<file path="src/design/srwr_pkg.sv">
// ============================================================================
// srwr_pkg
// Shared types and constants for the selective-repeat window receiver.
// ============================================================================
package srwr_pkg;

  localparam int SEQ_W    = 27;
  localparam int LEN_W    = 10;
  localparam int SLOT_W   = 7;
  localparam int OFS_W    = 17;
  localparam int BYTES_W  = 17;
  localparam int SLOT_BYTES_W = 16;

  localparam int DEF_WINDOW_SLOTS = 128;
  localparam int DEF_SLOT_BYTES   = 1008;

  typedef enum logic [1:0] {
    ACT_DROP  = 2'd0,
    ACT_ACK   = 2'd1,
    ACT_STORE = 2'd2,
    ACT_FIN   = 2'd3
  } action_t;

  typedef struct packed {
    logic             is_fin;
    logic [SEQ_W-1:0] seq_no;
    logic [LEN_W-1:0] data_len;
  } item_t;

  typedef struct packed {
    action_t            action;
    logic [SEQ_W-1:0]   ack_no;
    logic [SLOT_W-1:0]  slot_index;
    logic [OFS_W-1:0]   byte_offset;
    logic               window_done;
    logic [BYTES_W-1:0] window_bytes;
    logic               finished;
  } result_t;

endpackage

</file>
<file path="src/design/selective_repeat_window_receiver.sv">
// ============================================================================
// selective_repeat_window_receiver
// Receiver window tracker for a selective-repeat ARQ link.
// ============================================================================
// Each header transaction yields exactly one result transaction, in order.
// The block sustains one transaction per cycle on both sides while the
// result queue is not full; a result reaches the output once its header
// has passed the command queue register that captures the header and the
// result queue register that captures the result of the window logic
// between them. The window logic does one bitmap read-modify-write per
// cycle, and that update sets the rate.
module selective_repeat_window_receiver #(
  parameter int WINDOW_SLOTS = srwr_pkg::DEF_WINDOW_SLOTS,
  parameter int SLOT_BYTES   = srwr_pkg::DEF_SLOT_BYTES
) (
  input  logic                         clk,
  input  logic                         rst_n,
  input  logic                         in_push,
  output logic                         in_full,
  input  logic                         in_is_fin,
  input  logic [srwr_pkg::SEQ_W-1:0]   in_seq_no,
  input  logic [srwr_pkg::LEN_W-1:0]   in_data_len,
  output logic                         out_empty,
  input  logic                         out_pop,
  output logic [1:0]                   out_action,
  output logic [srwr_pkg::SEQ_W-1:0]   out_ack_no,
  output logic [srwr_pkg::SLOT_W-1:0]  out_slot_index,
  output logic [srwr_pkg::OFS_W-1:0]   out_byte_offset,
  output logic                         out_window_done,
  output logic [srwr_pkg::BYTES_W-1:0] out_window_bytes,
  output logic                         out_finished
);
  import srwr_pkg::*;

  localparam int ITEM_W   = $bits(item_t);
  localparam int RESULT_W = $bits(result_t);

  logic    cq_push;
  logic    cq_full;
  logic    cq_empty;
  logic    cq_pop;
  item_t   cq_din;
  item_t   cq_dout;
  logic    rq_push;
  logic    rq_full;
  result_t rq_din;
  result_t rq_dout;

  srwr_front #(
    .SLOT_BYTES(SLOT_BYTES)
  ) u_front (
    .in_push     (in_push),
    .in_full     (in_full),
    .in_is_fin   (in_is_fin),
    .in_seq_no   (in_seq_no),
    .in_data_len (in_data_len),
    .q_push      (cq_push),
    .q_item      (cq_din),
    .q_full      (cq_full)
  );

  srwr_fifo #(
    .WIDTH(ITEM_W)
  ) u_cmd_q (
    .clk   (clk),
    .rst_n (rst_n),
    .push  (cq_push),
    .din   (cq_din),
    .full  (cq_full),
    .pop   (cq_pop),
    .dout  (cq_dout),
    .empty (cq_empty)
  );

  srwr_back #(
    .WINDOW_SLOTS(WINDOW_SLOTS),
    .SLOT_BYTES  (SLOT_BYTES)
  ) u_back (
    .clk      (clk),
    .rst_n    (rst_n),
    .q_empty  (cq_empty),
    .q_item   (cq_dout),
    .q_pop    (cq_pop),
    .r_full   (rq_full),
    .r_push   (rq_push),
    .r_result (rq_din)
  );

  srwr_fifo #(
    .WIDTH(RESULT_W)
  ) u_res_q (
    .clk   (clk),
    .rst_n (rst_n),
    .push  (rq_push),
    .din   (rq_din),
    .full  (rq_full),
    .pop   (out_pop),
    .dout  (rq_dout),
    .empty (out_empty)
  );

  assign out_action       = rq_dout.action;
  assign out_ack_no       = rq_dout.ack_no;
  assign out_slot_index   = rq_dout.slot_index;
  assign out_byte_offset  = rq_dout.byte_offset;
  assign out_window_done  = rq_dout.window_done;
  assign out_window_bytes = rq_dout.window_bytes;
  assign out_finished     = rq_dout.finished;

endmodule

</file>
<file path="src/design/srwr_fifo.sv">
// ============================================================================
// srwr_fifo
// Two-entry queue with push/full and pop/empty handshakes.
// ============================================================================
module srwr_fifo #(
  parameter int WIDTH = 1
) (
  input  logic             clk,
  input  logic             rst_n,
  input  logic             push,
  input  logic [WIDTH-1:0] din,
  output logic             full,
  input  logic             pop,
  output logic [WIDTH-1:0] dout,
  output logic             empty
);

  logic [WIDTH-1:0] mem_r [2];
  logic             wr_ptr_r;
  logic             wr_ptr_nxt;
  logic             rd_ptr_r;
  logic             rd_ptr_nxt;
  logic [1:0]       count_r;
  logic [1:0]       count_nxt;
  logic             do_push;
  logic             do_pop;

  assign full    = (count_r == 2'd2);
  assign empty   = (count_r == 2'd0);
  assign do_push = push && !full;
  assign do_pop  = pop && !empty;
  assign dout    = mem_r[rd_ptr_r];

  always_comb begin
    wr_ptr_nxt = do_push ? !wr_ptr_r : wr_ptr_r;
    rd_ptr_nxt = do_pop ? !rd_ptr_r : rd_ptr_r;
    count_nxt  = count_r;
    if (do_push && !do_pop) begin
      count_nxt = count_r + 2'd1;
    end else if (do_pop && !do_push) begin
      count_nxt = count_r - 2'd1;
    end
  end

  always_ff @(posedge clk) begin
    if (!rst_n) begin
      wr_ptr_r <= 1'b0;
      rd_ptr_r <= 1'b0;
      count_r  <= 2'd0;
    end else begin
      wr_ptr_r <= wr_ptr_nxt;
      rd_ptr_r <= rd_ptr_nxt;
      count_r  <= count_nxt;
    end
  end

  always_ff @(posedge clk) begin
    if (do_push) begin
      mem_r[wr_ptr_r] <= din;
    end
  end

endmodule

</file>
<file path="src/design/srwr_front.sv">
// ============================================================================
// srwr_front
// Accepts packet headers, clamps the length to the slot size and hands the
// item to the command queue.
// ============================================================================
module srwr_front #(
  parameter int SLOT_BYTES = srwr_pkg::DEF_SLOT_BYTES
) (
  input  logic                       in_push,
  output logic                       in_full,
  input  logic                       in_is_fin,
  input  logic [srwr_pkg::SEQ_W-1:0] in_seq_no,
  input  logic [srwr_pkg::LEN_W-1:0] in_data_len,
  output logic                       q_push,
  output srwr_pkg::item_t            q_item,
  input  logic                       q_full
);
  import srwr_pkg::*;

  localparam logic [SLOT_BYTES_W:0] SLOT_LIMIT = (SLOT_BYTES_W + 1)'(SLOT_BYTES);

  logic oversize;

  assign oversize = ((SLOT_BYTES_W + 1)'(in_data_len) > SLOT_LIMIT);
  assign in_full  = q_full;
  assign q_push   = in_push;

  always_comb begin
    q_item.is_fin   = in_is_fin;
    q_item.seq_no   = in_seq_no;
    q_item.data_len = oversize ? LEN_W'(SLOT_LIMIT) : in_data_len;
  end

endmodule

</file>
<file path="src/design/srwr_back.sv">
// ============================================================================
// srwr_back
// Holds the window state, decides the action for each queued item and
// produces one result per item.
// ============================================================================
module srwr_back #(
  parameter int WINDOW_SLOTS = srwr_pkg::DEF_WINDOW_SLOTS,
  parameter int SLOT_BYTES   = srwr_pkg::DEF_SLOT_BYTES
) (
  input  logic              clk,
  input  logic              rst_n,
  input  logic              q_empty,
  input  srwr_pkg::item_t   q_item,
  output logic              q_pop,
  input  logic              r_full,
  output logic              r_push,
  output srwr_pkg::result_t r_result
);
  import srwr_pkg::*;

  localparam int IDX_W  = (WINDOW_SLOTS > 1) ? $clog2(WINDOW_SLOTS) : 1;
  localparam int PROD_W = IDX_W + SLOT_BYTES_W;
  localparam logic [SLOT_BYTES_W-1:0] SLOT_BYTES_C = SLOT_BYTES_W'(SLOT_BYTES);
  localparam logic [IDX_W-1:0]        LAST_COUNT   = IDX_W'(WINDOW_SLOTS - 1);

  logic [SEQ_W-1:0]        base_r;
  logic [SEQ_W-1:0]        base_nxt;
  logic [WINDOW_SLOTS-1:0] bitmap_r;
  logic [WINDOW_SLOTS-1:0] bitmap_nxt;
  logic [IDX_W-1:0]        count_r;
  logic [IDX_W-1:0]        count_nxt;
  logic [BYTES_W-1:0]      total_r;
  logic [BYTES_W-1:0]      total_nxt;
  logic                    session_r;
  logic                    session_nxt;

  logic                    fire;
  logic [SEQ_W:0]          window_end;
  logic [SEQ_W-1:0]        diff;
  logic [IDX_W-1:0]        idx;
  logic [PROD_W-1:0]       prod;
  logic [BYTES_W-1:0]      total_sum;

  assign fire       = !q_empty && !r_full;
  assign q_pop      = fire;
  assign r_push     = fire;
  assign window_end = {1'b0, base_r} + (SEQ_W + 1)'(WINDOW_SLOTS);
  assign diff       = q_item.seq_no - base_r;
  assign idx        = diff[IDX_W-1:0];
  assign prod       = PROD_W'(idx) * PROD_W'(SLOT_BYTES_C);
  assign total_sum  = total_r + BYTES_W'(q_item.data_len);

  always_comb begin
    base_nxt    = base_r;
    bitmap_nxt  = bitmap_r;
    count_nxt   = count_r;
    total_nxt   = total_r;
    session_nxt = session_r;
    r_result    = '0;
    r_result.action = ACT_DROP;
    priority if (session_r) begin
      r_result.finished = 1'b1;
    end else if (q_item.is_fin) begin
      session_nxt           = 1'b1;
      r_result.action       = ACT_FIN;
      r_result.window_done  = 1'b1;
      r_result.window_bytes = total_r;
      r_result.finished     = 1'b1;
    end else if (q_item.seq_no < base_r) begin
      r_result.action = ACT_ACK;
      r_result.ack_no = q_item.seq_no;
    end else if ({1'b0, q_item.seq_no} >= window_end) begin
      r_result.action = ACT_DROP;
    end else if (bitmap_r[idx]) begin
      r_result.action = ACT_ACK;
      r_result.ack_no = q_item.seq_no;
    end else begin
      r_result.action      = ACT_STORE;
      r_result.ack_no      = q_item.seq_no;
      r_result.slot_index  = SLOT_W'(idx);
      r_result.byte_offset = prod[OFS_W-1:0];
      bitmap_nxt[idx]      = 1'b1;
      count_nxt            = count_r + IDX_W'(1);
      total_nxt            = total_sum;
      if (count_r == LAST_COUNT) begin
        r_result.window_done  = 1'b1;
        r_result.window_bytes = total_sum;
        base_nxt              = base_r + SEQ_W'(WINDOW_SLOTS);
        bitmap_nxt            = '0;
        count_nxt             = '0;
        total_nxt             = '0;
      end
    end
  end

  always_ff @(posedge clk) begin
    if (!rst_n) begin
      base_r    <= '0;
      bitmap_r  <= '0;
      count_r   <= '0;
      total_r   <= '0;
      session_r <= 1'b0;
    end else if (fire) begin
      base_r    <= base_nxt;
      bitmap_r  <= bitmap_nxt;
      count_r   <= count_nxt;
      total_r   <= total_nxt;
      session_r <= session_nxt;
    end
  end

endmodule
</file>
<file path="config.mk">
export PLATFORM = sky130hd
export DESIGN_NAME = selective_repeat_window_receiver
export DESIGN_NICKNAME = d
export VERILOG_FILES = /design/src/design/srwr_pkg.sv /design/src/design/selective_repeat_window_receiver.sv /design/src/design/srwr_fifo.sv /design/src/design/srwr_front.sv /design/src/design/srwr_back.sv
export SDC_FILE = /design/constraint.sdc
export NUM_CORES = 1
export LEC_CHECK = 0
export ABC_AREA = 1
export BUFFER_PORTS_ARGS = -buffer_cell sky130_fd_sc_hd__buf_2
export CORE_MARGIN = 2
export CORE_UTILIZATION = 55
export DETAILED_ROUTE_END_ITERATION = 16
export PLACE_DENSITY = 0.78
export SLEW_MARGIN = 20
export SYNTH_ARGS = -nofsm -noshare
export SYNTH_HDL_FRONTEND = slang
export SYNTH_SLANG_ARGS = --single-unit
</file>
<file path="constraint.sdc">
create_clock -name clk -period 10 [get_ports clk]
set_input_delay 1 -clock clk [delete_from_list [all_inputs] [get_ports clk]]
set_output_delay 1 -clock clk [all_outputs]
set_load 0.01 [all_outputs]
</file>
==> run summary <==
worst hold path class - flop to flop
Power, Total - 7.83 mW
Via Count - 17605
DR iter-0 viols - 1719
crit-path cells - inv_1, nor3_1, nand3_1, nor3_1, nand3_1, nor3_1, xor2_1, inv_1, ha_1, nand4_1, nor3_1, nand2_1, nor4_1, nor2_1, nand4_4, buf_12, buf_16, nand2_1, nand2_1, nor2_1
register bit total from synthesis - 393
# hold bufs at CTS - 0
fmax - 187 MHz
number of global-route vias before repair - 16801
Worst EP arrival - 5.78 ns
largest net degree at the start of global routing - 305
nets - 2876
reg2reg path depth - 20
hpwl dp - 31400 µm
# rows - 72
reg-to-reg endpoint - u_back.bitmap_r[20]$_SDFFE_PN0P_
Fin Clk Skew - 0.0130 ns
TritonCTS Buffers - 40
peak fanout along the critical path - 175
count leader, synth - nand2_1
synth top area cells - edfxtp_1, dfxtp_1, nand2_1
Critical path destination - u_back.bitmap_r[20]$_SDFFE_PN0P_
I/O Pins - 116
RD Place Congestion - 0.897
post-synthesis instance total - 2694
synth cell count leaders - nand2_1, nor2_1, inv_1
first-pass GRT wire length - 82500 µm
most numerous cell on the critical path - nor3_1
number of I/O port buffers - 111
Clock Sinks - 393
post-synthesis cell area - 21300 µm²
Slew headroom - 0.191
syn avg cell area - 7.91 µm²
CP required - 10.44 ns
CTS root buf - clkbuf_16
Die ar. - 40300 µm²
chip height - 201 µm
Layout area overhead - 9.91%
worst slew pin tran - 1.21 ns
area leader, netlist - edfxtp_1
Final min period - 5.34 ns
Synth warnings - 0
count of cell types in the netlist - 40
predominant post-synthesis flop cell - edfxtp_1
CP max stage delay - 0.57 ns
vias per inst - 5.36
residual DRC count - 0
setup bufs post-CTS - 0
antenna viol nets, final - 0
EDFF count, synth - 210
Die W - 201 µm
crit-path leading delay family - simple AND/OR/NAND/NOR gates
Starting Density - 0.554
VDD IR max - 0.351 mV
GR Overflow Total - 0
GRT Resource Usage Total - 0.249
share of the synthesized area in the top cell type - 0.296
clk slew on worst S/H paths - 0.06 ns
total negative slack - 0 ns
Post-CTS Resized - 0
Leakage - 11.2 nW
final hold vios - 0
Slowest cell on crit path - nor3_1
outcome - complete, no violations
CTS tree - yes
buffer depth of the longest clock path - 3
core area - 38500 µm²
clk_lat worst skew - 0.55 ns
unrepaired setup endpoints after global routing - no
max_cap viols - 0
PD cells - 334 nW/µm²
type of destination of the critical path - flop
final WL - 50900 µm
sum of buffers and inverters on the critical path - 4
final setup vio count - 0
Worst R2R Setup Slack - 4.66 ns
DR pass1 iterations - 6
H-Tree Depth - 2
initial antenna violation count - 1
WL/cell - 15.5 µm
post-synthesis sequential area ratio - 0.468
share of layout cells above drive strength 1 - 0.113
Worst path depth - 20
Max Slew Vio Count - 0
fin crit share - 0.534
Post-synth ARST share - 0
crit path launch - u_back.base_r[7]$_SDFFE_PN0P_
Worst Setup Path Type - flop to flop
worst r2r src - u_back.base_r[7]$_SDFFE_PN0P_
CP startpoint kind - flop
[registers in the layout, indices dropped and copies added, names as in the netlist, 2 cells and up, named ones only]
register         cells
u_back.count_r       7
u_cmd_q.count_r      2
u_cmd_q.mem_r       76
u_back.total_r      17
u_back.bitmap_r    128
u_res_q.count_r      2
u_back.base_r       20
u_res_q.mem_r      134
[routing by layer]
metal	routed length (µm)	part of all wire	global-route usage	up-vias
met5	11	0.00022	0	-
met2	24800	0.49	0.432	597
met1	21400	0.42	0.322	8243
met3	3550	0.070	0.0338	109
li1	-	-	-	8654
met4	1220	0.024	0.0823	2
[metrics by stage]
stage,setup WS (ns),util,hold WS (ns),area [µm²],instances
2_1_floorplan,5.51,-,0.426,21300,2697
3_3_place_gp,4.73,0.573,0.434,22000,3207
3_5_place_dp,4.68,0.573,0.456,22000,3207
4_1_cts,4.69,0.608,0.468,23400,3281
5_1_grt,4.22,0.609,0.506,23400,3282
6_report,4.66,0.609,0.485,23400,3283
[worst min path at each step]
stage	to	slack, ns	cells past startpoint	from
2_1_floorplan	flop	0.43	1	u_cmd_q.rd_ptr_r$_SDFFE_PN0P_
3_3_place_gp	flop	0.43	1	u_cmd_q.rd_ptr_r$_SDFFE_PN0P_
3_5_place_dp	flop	0.46	1	u_cmd_q.rd_ptr_r$_SDFFE_PN0P_
4_1_cts	flop	0.47	1	u_cmd_q.rd_ptr_r$_SDFFE_PN0P_
5_1_grt	flop	0.51	1	u_cmd_q.rd_ptr_r$_SDFFE_PN0P_
6_report	flop	0.48	1	u_cmd_q.rd_ptr_r$_SDFFE_PN0P_
[layout make-up]
class	count	area [µm²]
Timing Repair Buffer	130	737
Sequential cell	393	9970
Clock inverter	24	216
Tap cell	518	648
Multi-Input combinational cell	1851	9540
Clock buffer	50	1120
Antenna cell	1	2.50
Inverter	316	1190
Fill cell	3187	15000
[cell families after synthesis]
family | after synthesis | synth area share
and+or+nand+nor | 1377 | 0.260
buffers and inverters | 453 | 0.0884
DFF | 393 | 0.468
AOI/OAI and AO/OA | 257 | 0.0641
adders and majority gates | 102 | 0.0659
muxes | 68 | 0.0359
xor gates and xnor gates | 43 | 0.0177
other | 1 | 0.000176
[power breakdown]
group / total [mW] / leakage [nW] / switching (mW) / internal (mW)
Clock: 1.51 / 0.655 / 0.635 / 0.878
Combinational: 4.05 / 7.09 / 2.58 / 1.48
Sequential: 2.27 / 3.46 / 0.106 / 2.16
Total: 7.83 / 11.2 / 3.32 / 4.52
[layout by cell type (no fill, tap or decap), types with 4 or more instances in the layout]
cell type  count
mux2_2        67
inv_2          4
buf_4         17
nor2_1       496
clkbuf_16     42
inv_1        311
clkbuf_8       4
dfxtp_1      182
nor3_1        18
ha_1          85
buf_2        110
nor2_2         6
or2_2         23
xor2_1        36
o21ai_0       42
nor4_1         4
edfxtp_1     210
a21oi_1      172
nand2_1      636
clkbuf_1       4
nand2_2        4
nor2_4         5
xnor2_1        7
o21bai_1       9
clkinv_1       4
nand4_1       16
fa_1          17
clkinv_2      10
nand3_1      160
nor3b_1        4
conb_1         4
o22ai_1       18
(Power assumes the default switching activity.)
